[config.mk]
export PLATFORM = sky130hd
export DESIGN_NAME = oscillator_divider_search
export DESIGN_NICKNAME = d
export VERILOG_FILES = /design/src/hw/rtl/osd_pkg.sv /design/src/hw/rtl/osd_search.sv /design/src/hw/rtl/osd_divider.sv /design/src/hw/rtl/oscillator_divider_search.sv
export SDC_FILE = /design/constraint.sdc
export NUM_CORES = 2
export LEC_CHECK = 0
export ABC_AREA = 0
export BUFFER_PORTS_ARGS = -buffer_cell sky130_fd_sc_hd__buf_2
export CAP_MARGIN = 10
export CORE_ASPECT_RATIO = 0.75
export CORE_MARGIN = 4
export CORE_UTILIZATION = 55
export DETAILED_ROUTE_END_ITERATION = 10
export GPL_TIMING_DRIVEN = 0
export PLACE_DENSITY = 0.74
export SETUP_SLACK_MARGIN = 0.02
export SYNTH_ARGS = -nofsm -noshare
export SYNTH_HDL_FRONTEND = slang
export SYNTH_SLANG_ARGS = --single-unit
[constraint.sdc]
create_clock -name i_clk -period 16.98 [get_ports i_clk]
set_input_delay 0.849 -clock i_clk [delete_from_list [all_inputs] [get_ports i_clk]]
set_output_delay 0.849 -clock i_clk [all_outputs]
set_load 0.05 [all_outputs]
[src/hw/rtl/osd_pkg.sv]
`timescale 1ns / 1ps

package osd_pkg;

    localparam int TGT_W   = 31;
    localparam int XTAL_W  = 28;
    localparam int HS_W    = 4;
    localparam int N1_W    = 8;
    localparam int DCO_W   = 33;
    localparam int RFREQ_W = 38;
    localparam int MULT_W  = 12;
    localparam int PROD_W  = TGT_W + MULT_W;
    localparam int K_W     = 7;
    localparam int J_W     = 3;

    localparam logic [K_W-1:0] N1_LAST  = K_W'(64);
    localparam logic [J_W-1:0] HS_LAST  = J_W'(5);

    localparam logic [DCO_W-1:0] DCO_MAX_HZ = 33'd5670000000;
    localparam logic [DCO_W-1:0] DCO_MIN_HZ = 33'd4850000000;

    localparam logic [XTAL_W-1:0] XTAL_RESET_HZ = 28'd114285000;

    // shift of the dco before the division, plus the dco bits themselves
    localparam int RFREQ_SHIFT = 28;
    localparam int DIV_STEPS   = DCO_W + RFREQ_SHIFT;
    localparam int CNT_W       = $clog2(DIV_STEPS);

    typedef struct packed {
        logic              hit;
        logic [HS_W-1:0]   hs;
        logic [N1_W-1:0]   n1;
        logic [DCO_W-1:0]  dco;
    } t_srch_res;

    // high-speed divider in trial order
    function automatic logic [HS_W-1:0] hs_of(input logic [J_W-1:0] j);
        logic [HS_W-1:0] v;
        case (j)
            3'd0:    v = 4'd11;
            3'd1:    v = 4'd9;
            3'd2:    v = 4'd7;
            3'd3:    v = 4'd6;
            3'd4:    v = 4'd5;
            default: v = 4'd4;
        endcase
        return v;
    endfunction

    // output divider: 1 for the first step, then twice the step index
    function automatic logic [N1_W-1:0] n1_of(input logic [K_W-1:0] k);
        logic [N1_W-1:0] v;
        v = (k == '0) ? N1_W'(1) : {k, 1'b0};
        return v;
    endfunction

endpackage

[src/hw/rtl/osd_search.sv]
`timescale 1ns / 1ps

module osd_search (
    input  logic                      i_clk,
    input  logic                      i_rst_n,
    input  logic                      i_start,
    input  logic [osd_pkg::TGT_W-1:0] i_target,
    output logic                      o_done,
    output osd_pkg::t_srch_res        o_res
);
    import osd_pkg::*;

    typedef enum logic [2:0] {
        S_IDLE = 3'b001,
        S_MUL  = 3'b010,
        S_CMP  = 3'b100
    } t_state;

    t_state             r_state, n_state;
    logic [TGT_W-1:0]   r_tgt, n_tgt;
    logic [K_W-1:0]     r_k, n_k;
    logic [J_W-1:0]     r_j, n_j;
    logic [MULT_W-1:0]  r_mult, n_mult;
    logic [PROD_W-1:0]  r_prod;
    logic               r_done, n_done;
    t_srch_res          r_res, n_res;

    logic               w_over;
    logic               w_in;

    assign w_over = r_prod > PROD_W'(DCO_MAX_HZ);
    assign w_in   = r_prod > PROD_W'(DCO_MIN_HZ);

    always_comb begin
        n_state = r_state;
        n_tgt   = r_tgt;
        n_k     = r_k;
        n_j     = r_j;
        n_done  = 1'b0;
        n_res   = r_res;
        unique case (r_state)
            S_IDLE: begin
                if (i_start) begin
                    n_tgt   = i_target;
                    n_k     = '0;
                    n_j     = '0;
                    n_state = S_MUL;
                end
            end
            S_MUL: begin
                n_state = S_CMP;
            end
            S_CMP: begin
                if (!w_over && w_in) begin
                    n_res   = '{hit: 1'b1, hs: hs_of(r_j), n1: n1_of(r_k),
                                dco: r_prod[DCO_W-1:0]};
                    n_done  = 1'b1;
                    n_state = S_IDLE;
                end else if (w_over || r_j == HS_LAST) begin
                    // too fast or out of dividers: next output divider, or a miss after the last one
                    if (r_k == N1_LAST) begin
                        n_res   = '0;
                        n_done  = 1'b1;
                        n_state = S_IDLE;
                    end else begin
                        n_k     = r_k + K_W'(1);
                        n_j     = '0;
                        n_state = S_MUL;
                    end
                end else begin
                    n_j     = r_j + J_W'(1);
                    n_state = S_MUL;
                end
            end
            default: n_state = S_IDLE;
        endcase
    end

    // combined divider of the next trial, registered ahead of the wide product
    assign n_mult = MULT_W'(n1_of(n_k)) * MULT_W'(hs_of(n_j));

    always_ff @(posedge i_clk) begin
        if (!i_rst_n) begin
            r_state <= S_IDLE;
            r_done  <= 1'b0;
            r_res   <= '0;
        end else begin
            r_state <= n_state;
            r_done  <= n_done;
            r_res   <= n_res;
        end
    end

    always_ff @(posedge i_clk) begin
        r_tgt  <= n_tgt;
        r_k    <= n_k;
        r_j    <= n_j;
        r_mult <= n_mult;
        if (r_state == S_MUL) begin
            r_prod <= r_tgt * r_mult;
        end
    end

    assign o_done = r_done;
    assign o_res  = r_res;

endmodule

[src/hw/rtl/osd_divider.sv]
`timescale 1ns / 1ps

module osd_divider (
    input  logic                        i_clk,
    input  logic                        i_rst_n,
    input  logic                        i_start,
    input  logic [osd_pkg::DCO_W-1:0]   i_dco,
    input  logic [osd_pkg::XTAL_W-1:0]  i_xtal,
    output logic                        o_done,
    output logic [osd_pkg::RFREQ_W-1:0] o_quo
);
    import osd_pkg::*;

    typedef enum logic [1:0] {
        D_IDLE = 2'b01,
        D_RUN  = 2'b10
    } t_state;

    t_state              r_state;
    logic [CNT_W-1:0]    r_cnt;
    logic [XTAL_W-1:0]   r_rem;
    logic [DCO_W-1:0]    r_dvd;
    logic [RFREQ_W-1:0]  r_quo;
    logic                r_ovf;
    logic                r_done;

    logic [XTAL_W:0]     w_trial;
    logic [XTAL_W:0]     w_diff;
    logic                w_ge;

    // one restoring step per cycle; a zero divisor yields all ones
    assign w_trial = {r_rem, r_dvd[DCO_W-1]};
    assign w_ge    = w_trial >= {1'b0, i_xtal};
    assign w_diff  = w_trial - {1'b0, i_xtal};

    always_ff @(posedge i_clk) begin
        if (!i_rst_n) begin
            r_state <= D_IDLE;
            r_done  <= 1'b0;
        end else begin
            r_done <= 1'b0;
            unique case (r_state)
                D_IDLE: begin
                    if (i_start) begin
                        r_state <= D_RUN;
                    end
                end
                D_RUN: begin
                    if (r_cnt == CNT_W'(DIV_STEPS - 1)) begin
                        r_state <= D_IDLE;
                        r_done  <= 1'b1;
                    end
                end
                default: r_state <= D_IDLE;
            endcase
        end
    end

    always_ff @(posedge i_clk) begin
        if (r_state == D_IDLE) begin
            r_cnt <= '0;
            r_rem <= '0;
            r_dvd <= i_dco;
            if (i_start) begin
                r_quo <= '0;
                r_ovf <= 1'b0;
            end
        end else begin
            r_cnt <= r_cnt + CNT_W'(1);
            r_rem <= w_ge ? w_diff[XTAL_W-1:0] : w_trial[XTAL_W-1:0];
            r_dvd <= {r_dvd[DCO_W-2:0], 1'b0};
            r_quo <= {r_quo[RFREQ_W-2:0], w_ge};
            // quotient bits above the word only mark saturation
            r_ovf <= r_ovf | r_quo[RFREQ_W-1];
        end
    end

    assign o_done = r_done;
    assign o_quo  = r_ovf ? '1 : r_quo;

endmodule

[src/hw/rtl/oscillator_divider_search.sv]
`timescale 1ns / 1ps

// channel   | direction | handshake                | payload
// ----------+-----------+--------------------------+---------------------------------------
// s (input) | in        | i_s_tvalid / o_s_tready  | i_s_tdata[30:0] target_freq_hz
// m (result)| out       | o_m_tvalid / i_m_tready  | o_m_tuser found, o_m_tdata see port
// cfg       | in        | i_cfg_wr_en              | i_cfg_wr_data xtal_freq_hz
//
// one item at a time: the search tries divider pairs in turn, up to 65 x 6
// pairs, then the rfreq division produces one quotient bit per cycle, and
// the result is handed off to the result register
// a target with no valid pair skips the division
// the next item is taken once the current one has moved to the result register,
// even while that result still waits on i_m_tready
// reset is synchronous, active low, and restores the crystal register

module oscillator_divider_search (
    input  logic         i_clk,
    input  logic         i_rst_n,
    // target_freq_hz[30:0], zero pad
    input  logic [31:0]  i_s_tdata,
    input  logic         i_s_tvalid,
    output logic         o_s_tready,
    // hs_divider[3:0], out_divider[11:4], dco_freq_hz[44:12], rfreq_word[82:45],
    // reg_byte0[90:83], reg_byte1[98:91], reg_byte2[106:99], reg_byte3[114:107],
    // reg_byte4[122:115], reg_byte5[130:123], zero pad
    output logic [135:0] o_m_tdata,
    // found
    output logic         o_m_tuser,
    output logic         o_m_tvalid,
    input  logic         i_m_tready,
    input  logic         i_cfg_wr_en,
    input  logic [27:0]  i_cfg_wr_data
);
    import osd_pkg::*;

    typedef enum logic [3:0] {
        T_IDLE = 4'b0001,
        T_SRCH = 4'b0010,
        T_DIV  = 4'b0100,
        T_OUT  = 4'b1000
    } t_state;

    t_state              r_state;
    logic [XTAL_W-1:0]   r_xtal;
    logic [135:0]        r_m_data;
    logic                r_m_user;
    logic                r_m_valid;

    logic                w_s_acc;
    logic                w_srch_done;
    t_srch_res           w_srch;
    logic                w_div_start;
    logic                w_div_done;
    logic [RFREQ_W-1:0]  w_quo;
    logic                w_load;

    logic [RFREQ_W-1:0]  w_rfreq;
    logic [6:0]          w_nm;
    logic [2:0]          w_hm;
    logic [7:0]          w_b0;
    logic [7:0]          w_b1;
    logic [135:0]        w_pack;

    assign o_s_tready  = (r_state == T_IDLE);
    assign w_s_acc     = i_s_tvalid && o_s_tready;
    assign w_div_start = (r_state == T_SRCH) && w_srch_done && w_srch.hit;
    // result register frees up or drains in the same cycle
    assign w_load      = (r_state == T_OUT) && (!r_m_valid || i_m_tready);

    osd_search u_search (
        .i_clk    (i_clk),
        .i_rst_n  (i_rst_n),
        .i_start  (w_s_acc),
        .i_target (i_s_tdata[TGT_W-1:0]),
        .o_done   (w_srch_done),
        .o_res    (w_srch)
    );

    osd_divider u_divider (
        .i_clk   (i_clk),
        .i_rst_n (i_rst_n),
        .i_start (w_div_start),
        .i_dco   (w_srch.dco),
        .i_xtal  (r_xtal),
        .o_done  (w_div_done),
        .o_quo   (w_quo)
    );

    // sequencer over search, division and result hand-off
    always_ff @(posedge i_clk) begin
        if (!i_rst_n) begin
            r_state <= T_IDLE;
        end else begin
            unique case (r_state)
                T_IDLE: begin
                    if (w_s_acc) begin
                        r_state <= T_SRCH;
                    end
                end
                T_SRCH: begin
                    if (w_srch_done) begin
                        r_state <= w_srch.hit ? T_DIV : T_OUT;
                    end
                end
                T_DIV: begin
                    if (w_div_done) begin
                        r_state <= T_OUT;
                    end
                end
                T_OUT: begin
                    if (w_load) begin
                        r_state <= T_IDLE;
                    end
                end
                default: r_state <= T_IDLE;
            endcase
        end
    end

    // crystal frequency register
    always_ff @(posedge i_clk) begin
        if (!i_rst_n) begin
            r_xtal <= XTAL_RESET_HZ;
        end else if (i_cfg_wr_en) begin
            r_xtal <= i_cfg_wr_data;
        end
    end

    // register byte packing; a failed search reports all zeros
    assign w_rfreq = w_srch.hit ? w_quo : '0;
    assign w_nm    = 7'(w_srch.n1 - N1_W'(1));
    assign w_hm    = 3'(w_srch.hs - HS_W'(4));
    assign w_b0    = {w_hm, w_nm[6:2]};
    assign w_b1    = {w_nm[1:0], w_rfreq[37:32]};

    always_comb begin
        w_pack = '0;
        if (w_srch.hit) begin
            w_pack[130:0] = {w_rfreq[7:0], w_rfreq[15:8], w_rfreq[23:16],
                             w_rfreq[31:24], w_b1, w_b0, w_rfreq,
                             w_srch.dco, w_srch.n1, w_srch.hs};
        end
    end

    always_ff @(posedge i_clk) begin
        if (!i_rst_n) begin
            r_m_valid <= 1'b0;
        end else if (w_load) begin
            r_m_valid <= 1'b1;
        end else if (i_m_tready) begin
            r_m_valid <= 1'b0;
        end
    end

    always_ff @(posedge i_clk) begin
        if (w_load) begin
            r_m_data <= w_pack;
            r_m_user <= w_srch.hit;
        end
    end

    assign o_m_tdata  = r_m_data;
    assign o_m_tuser  = r_m_user;
    assign o_m_tvalid = r_m_valid;

endmodule

# == Word level (Yosys, flattened, before mapping) ==
# Index checks and enable logic that the tools add are counted.
# totals
ff_bits,420
out_inout_bits,139
# op_classes
mul,2
n_eq_ne,27
n_reduce_logical,22
mux,44
order_cmp,3
add_sub_neg,6
bitwise,1
# op_table
op,n
$mux 46,3
$mux 38,3
$gt 43x33->1 const B,2
$mul 31x12->43,1
$pmux 4 s5,2
$mux 33,1
$ge 29x28->1,1
$mux 28,1
$mux 7,4
$sub 28x28->28,1
$mux 4,5
$mux 3,6
$mux 8,2
$pmux 4 s4,1
$eq 3x2->1 const B,5
$logic_not 7->1,2
$pmux 7 s2,1
$eq 3x3->1 const B,4
$mul 8x4->12,1
$ne 2x1->1 const B,6
$eq 3x1->1 const B,3
$pmux 3 s3,1
$mux 1,8
$mux 2,4
25 further kinds,37

# == Depth between registers and ports, before layout ==
# logic_depth
depth_word,8
ltp_mapped,26
ltp_nobuf,25

# == Modules after synthesis ==
# Synthesis repeated with hierarchy kept, for this count alone.
# hier_totals
hier_cells,2828
area_unflattened_um2,28064.4
# by_module_without_submodules
mod,area_per_inst_um2,n_inst,cells_per_inst
osd_search,17160.2,1,1796
osd_divider,5820.6,1,655
oscillator_divider_search,5083.6,1,377

# == Worst setup path before layout ==
# No wires, ideal clock.
# synth_path
kind,reg2reg
startpoint,register r_state[3]
endpoint,register u_search.r_mult[11]
stages_incl_launch_ff,25
t_arrival_ns,7.249
setup_time_ns,0.072
synth_period_minus_slack_ns,7.321
path_slack_ns,9.659
required_ns,16.908
cell_sequence,dfxtp_1 -> nor4b_2 -> and2_1 -> nand2_1 -> or2_2 -> a21o_1 -> nor2_1 -> a221o_1 -> and4_1 -> nand4_1 -> or2_1 -> fa_1 -> inv_1 -> fa_1 -> ha_1 -> a21o_1 -> a21oi_1 -> o21bai_1 -> a21oi_1 -> nor2b_1 -> o21a_1 -> o21ai_0 -> nand2b_1 -> a21oi_1 -> xnor2_1
# synth_via
elab_chain_len,7
# synth_rtl
item,line_no,rtl
from (decl),oscillator_divider_search.sv:44,t_state r_state;
from (signal assigned),oscillator_divider_search.sv:103,r_state <= w_srch.hit ? T_DIV : T_OUT;
$eq 4x1->1 *,oscillator_divider_search.sv:65,assign o_s_tready = (r_state == T_IDLE);
via o_s_tready,oscillator_divider_search.sv:23,"output logic o_s_tready,"
$logic_and 1x1->1 *,oscillator_divider_search.sv:66,assign w_s_acc = i_s_tvalid && o_s_tready;
$mux 3 / $mux 7 (equally long branches),osd_search.sv:43,if (i_start) begin
$pmux 3 s2 / $pmux 7 s2 (equally long branches),osd_search.sv:41,unique case (r_state)
$eq 3x3->1 (tied with other cells),osd_pkg.sv:39,case (j)
$pmux 4 s5 / $mux 8 (equally long branches),"osd_pkg.sv:39, osd_pkg.sv:53",
$mul 8x4->12 *,osd_search.sv:80,assign n_mult = MULT_W'(n1_of(n_k)) * MULT_W'(hs_of(n_j));
via u_search.n_mult[11],osd_search.sv:23,"logic [MULT_W-1:0] r_mult, n_mult;"
to (signal assigned),osd_search.sv:98,r_mult <= n_mult;
to (decl),osd_search.sv:23,
# Mark *: on every way through the listed nets, which the timed path passes. The rest lies on a longest branch.
# A chain may end at the register's enable or synchronous reset.

# == Worst setup path in the final report ==
# layout_path
startpoint,register u_search.r_mult[11]
endpoint,register u_search.r_prod[35] (data pin)
# layout_via
elab_chain_len,1
# layout_rtl
item,line_no,rtl
$mul 31x12->43,osd_search.sv:100,r_prod <= r_tgt * r_mult;
to (signal assigned),osd_search.sv:100,
to (decl),osd_search.sv:24,logic [PROD_W-1:0] r_prod;
# No other way between the ends.

==> out/qor.txt <==
OUTCOME
-----------------------------------------------------------------------------------------------
Run status                                                                         finished, final reports clean

CLOCK TREE
-----------------------------------------------------------------------------------------------
Root buffer cell                                                                      clkbuf_16
Post-CTS setup repair buffer count                                                            0
Hold-fix buffer count after cts                                                               0
Clock tree from TritonCTS                                                                 built
Clock tree sinks                                                                            380
Maximum buffer depth of the clock tree                                                        3
Clock input transition at the sequential cells of the worst setup and hold paths        0.06 ns
CTS H-tree depth                                                                              2
Insertion delay to the later sink of the worst-skew pair                                0.59 ns
Clock buffer count from CTS                                                                  41
Number of gates resized after cts                                                             0

PLACED DESIGN
-----------------------------------------------------------------------------------------------
HPWL after DPL                                                                         54600 um
Placement-stage worst setup slack                                                      9.073 ns
Weighted congestion at the end of routability-driven global placement                    0.9246
Input/output buffers                                                                        196

LAYOUT
-----------------------------------------------------------------------------------------------
Signed area change from the synthesized netlist to the final layout                      12.07%
Post-layout nets                                                                           3495
Area of combinational cells with multiple inputs                                    15790 sq um
Fraction of layout cells with a size suffix above 1                                      11.21%
Register area                                                                        9659 sq um
Fillcell total                                                                             4095

WORST SETUP PATH
-----------------------------------------------------------------------------------------------
Arr. time, crit path                                                                    8.51 ns
Critical path endpoint category                                                            flop
Worst setup path endpoint                                                          u_search.r_prod[35]$_DFFE_PP_
Critical Path Start Type                                                                   flop
Slowest cell on the critical path                                                     a2111oi_1
Count of cell instances traversed by the critical path                                       21
Launch point of the worst reg-to-reg path                                          u_search.r_mult[11]$_DFF_P_
Count of buffering cells on the critical path with inverters included                         4
Cell type with the highest occurrence count on the critical path                           fa_1
Worst setup path startpoint                                                        u_search.r_mult[11]$_DFF_P_
Critical-path cell list                                                            clkbuf_1 -> nand2_1 -> fa_1 -> inv_1 -> fa_1 -> fa_1 -> inv_1 -> fa_1 -> inv_1 -> fa_1 -> ha_1 -> a21oi_1 -> nor3b_1 -> a2111oi_1 -> o21ai_0 -> o311ai_1 -> o21ai_0 -> a21oi_1 -> o21bai_1 -> a21oi_1 -> xnor2_1
Kind of critical path                                                                reg -> reg
Peak fanout along the critical path                                                          10
R2r setup slk                                                                           8.77 ns
Required time reported for the critical path endpoint                                  17.27 ns
CP max stage delay                                                                      0.89 ns
Worst r2r path cells                                                                         21
Kind of cell with the highest combined delay on the critical path                  compound AO/OA/AOI/OAI gates
R2R Path End                                                                       u_search.r_prod[35]$_DFFE_PP_

GLOBAL ROUTE
-----------------------------------------------------------------------------------------------
Via count of the first global-routing pass                                                20210
GR Util All Layers                                                                       25.85%
Number of antenna violations at the first check in global routing                             2
Wire length of the first global-routing pass                                          109900 um
Pin count of the biggest net entering global routing                                         41
Remaining global-route overflow                                                               0

SYNTHESIS
-----------------------------------------------------------------------------------------------
Simple-gate share of the synthesized area                                                16.51%
Post-Synth XOR/XNOR Area                                                                 2.584%
Post-synthesis instance area                                                        27460 sq um
Synthesized-area fraction occupied by ao, oa, aoi and oai cells                          8.972%
Yosys synthesis warning count                                                                 0
Most common flop cell mapped by yosys                                                  edfxtp_1
Post-synthesis adder-cell area fraction                                                  28.28%
Post-synthesis mux area share                                                           0.9843%
Number of flops mapped to enable cells by yosys                                             205
Flop and latch count out of synthesis                                                       380
Cell variety after synth                                                                     77
Main combinational cell family by area after synthesis                              adder cells
Per-instance average area after synthesis                                           10.00 sq um
Part of the Yosys area used for sequential elements                                      35.18%
Fraction of synthesis flops using an asynchronous set or reset pin                           0%
Synthesized netlist cell count                                                             2745

POWER AND IR DROP
-----------------------------------------------------------------------------------------------
Internal Pwr Total                                                                     2.728 mW
Max rail drop VDD                                                                     0.1656 mV
Combinational group share of total power                                                  54.8%
Share of total power consumed by net switching                                           40.90%
Sequential cell fraction of total power                                                   25.3%
Clock power frac                                                                          19.9%
Net Sw Power                                                                           1.888 mW
Leakage power total                                                                    13.98 nW
Cell Pwr Density                                                                   150.0 nW/um^2

ROUTE
-----------------------------------------------------------------------------------------------
Via Count                                                                                 20100
Average routed wire per standard cell                                                  18.73 um
Via density                                                                               5.472
First-pass iteration count of the detailed router                                             5
Total routed wirelength                                                                68790 um
Number of nets with antenna violations after routing                                          0
Number of design-rule violations left by the first detailed-router iteration               1558
Post-route DRC                                                                                0

STA
-----------------------------------------------------------------------------------------------
Max_slew headroom                                                                        25.94%
Setup violation total in the final timing report                                              0
Final period util                                                                        48.38%
RSZ-0062 raised after global routing                                                         no
Final max-slew violation count                                                                0
Fin Clk Skew                                                                         0.03754 ns
Clock period minus final worst setup slack                                             8.214 ns
Final Hold Viols                                                                              0
Final critical-path setup slack                                                        8.766 ns
Slew of the pin with the lowest slew margin                                            1.104 ns
Sum of negative setup slack                                                                0 ns
Achievable clock frequency                                                            121.7 MHz

FLOORPLAN
-----------------------------------------------------------------------------------------------
Die outline height                                                                     201.5 um
Die W                                                                                    266 um
Initial cell density of the core                                                         55.98%
Std cell rows                                                                                70
Die Outline Area                                                                    53600 sq um
Number of placed I/O pins                                                                   204
Core ar.                                                                            49050 sq um

RUN
-----------------------------------------------------------------------------------------------
# Max-Cap Violations                                                                          0

HOLD PATH
-----------------------------------------------------------------------------------------------
Class of the most critical hold timing path                                          reg -> reg

final cells by class:
type / count / area share [%]
Multi-Input combinational cell: 1868 / 51.30
Sequential cell: 380 / 31.39
Inverter: 323 / 3.940
Clock buffer: 55 / 3.773
Timing Repair Buffer: 200 / 3.448
Buffer: 178 / 2.728
Tap cell: 648 / 2.635
Clock inverter: 20 / 0.7726
Antenna cell: 1 / 0.008132
cell usage in the layout, fill, tap and decap left out, types with 12 or more instances in the layout:
master	n
xor2_1	25
o211ai_1	26
o21ai_0	47
and2_1	214
buf_2	198
xnor2_1	56
o21a_1	51
a21o_1	34
nand3_1	26
inv_1	322
nand2_1	431
nor3_1	12
mux2i_1	27
nand2b_1	21
a21oi_1	85
fa_1	303
clkbuf_16	43
nor2b_1	16
buf_4	45
nor2_1	158
and3_1	13
edfxtp_1	205
clkbuf_1	134
ha_1	135
dfxtp_1	175
a22oi_1	41
logic make-up (layout without fill, tap and decap cells):
group | count (synthesis) | in the layout
simple gates | 953 | 953
mux | 27 | 27
flops | 380 | 380
other cells | 1 | 6
compound gates | 363 | 363
xor+xnor | 81 | 81
buf+inv | 501 | 776
fa+ha+maj | 439 | 439
power by group through the flow:
| stage | Combinational, mW | Clock [mW] | Sequential, mW |
|---|---|---|---|
| 2_1_floorplan | 1.95 | 0 | 1.17 |
| 3_3_place_gp | 2.43 | 0 | 1.18 |
| 3_5_place_dp | 2.51 | 0 | 1.18 |
| 4_1_cts | 2.54 | 0.939 | 1.16 |
| 5_1_grt | 2.89 | 0.983 | 1.17 |
| 6_report | 2.53 | 0.919 | 1.17 |
metal layers:
metal | wire length [um] | track usage [%] | up-vias
met5 | 0 | 0 | -
met4 | 1311 | 5.590 | 0
met3 | 5882 | 5.746 | 91
met2 | 29780 | 38.65 | 711
met1 | 31810 | 39.00 | 9939
li1 | - | - | 9359
cells in the mapped netlist, types with 25 or more instances:
cell type / n / area (sq um)
a21oi_1: 85 / 425.4
edfxtp_1: 205 / 6156
a21o_1: 34 / 255.2
nor2_1: 160 / 600.6
and2_1: 214 / 1339
xor2_1: 25 / 219.0
o211ai_1: 26 / 195.2
mux2i_1: 27 / 270.3
dfxtp_1: 175 / 3503
o21ai_0: 47 / 235.2
nand2_1: 432 / 1622
fa_1: 303 / 6066
inv_1: 322 / 1209
nand3_1: 26 / 130.1
buf_4: 45 / 337.8
ha_1: 135 / 1689
o21a_1: 51 / 382.9
a22oi_1: 41 / 307.8
xnor2_1: 56 / 490.5
clkbuf_1: 126 / 473.0
worst reg2reg max path: cells and delay by family, from the launching register on:
kind	cells	cell delay, ns
DFF	1	0.60
AOI/OAI and AO/OA	8	3.21
buffers and inverters	4	0.73
xor gates and xnor gates	1	0.08
adders and majority gates	6	3.07
and+or+nand+nor	2	0.25
metrics by stage:
step	hold slack (ns)	power, mW	instances	instance area (sq um)	utilization, %
finish	0.4205	4.616	3673	30770	62.74
global route	0.4102	5.044	3672	30770	62.73
CTS	0.4147	4.645	3672	30770	62.73
detailed placement	0.4090	3.696	3597	29370	59.88
global placement	0.4015	3.619	3593	29260	59.67
floorplan	0.3989	3.123	2749	27470	-
registers in the layout (all words and copies together) (netlist names), 2 cells and up:
| name | flops |
|---|---|
| r_state | 4 |
| u_search.r_k | 7 |
| u_divider.r_cnt | 6 |
| u_search.o_res | 46 |
| u_search.r_j | 3 |
| u_divider.r_rem | 28 |
| u_search.r_mult | 12 |
| u_divider.r_dvd | 33 |
| u_search.r_tgt | 31 |
| u_divider.r_quo | 38 |
| u_divider.r_state | 2 |
| u_search.r_state | 3 |
| r_xtal | 28 |
| u_search.r_prod | 43 |
| o_m_tdata | 91 |
worst min-delay path by stage:
stage	endpoint	slack, ns	startpoint	depth (start not counted)
5_1_grt	u_search.r_tgt[3]$_DFFE_PP_	0.41	i_s_tdata[3]	1
2_1_floorplan	u_divider.r_dvd[31]$_DFF_P_	0.40	u_divider.r_dvd[30]$_DFF_P_	2
6_report	u_divider.r_dvd[10]$_DFF_P_	0.42	u_divider.r_dvd[9]$_DFF_P_	2
3_3_place_gp	u_divider.r_dvd[7]$_DFF_P_	0.40	u_divider.r_dvd[6]$_DFF_P_	2
3_5_place_dp	u_divider.r_dvd[2]$_DFF_P_	0.41	u_divider.r_dvd[1]$_DFF_P_	2
4_1_cts	u_search.r_tgt[12]$_DFFE_PP_	0.41	i_s_tdata[12]	1
(Power assumes the default switching activity.)
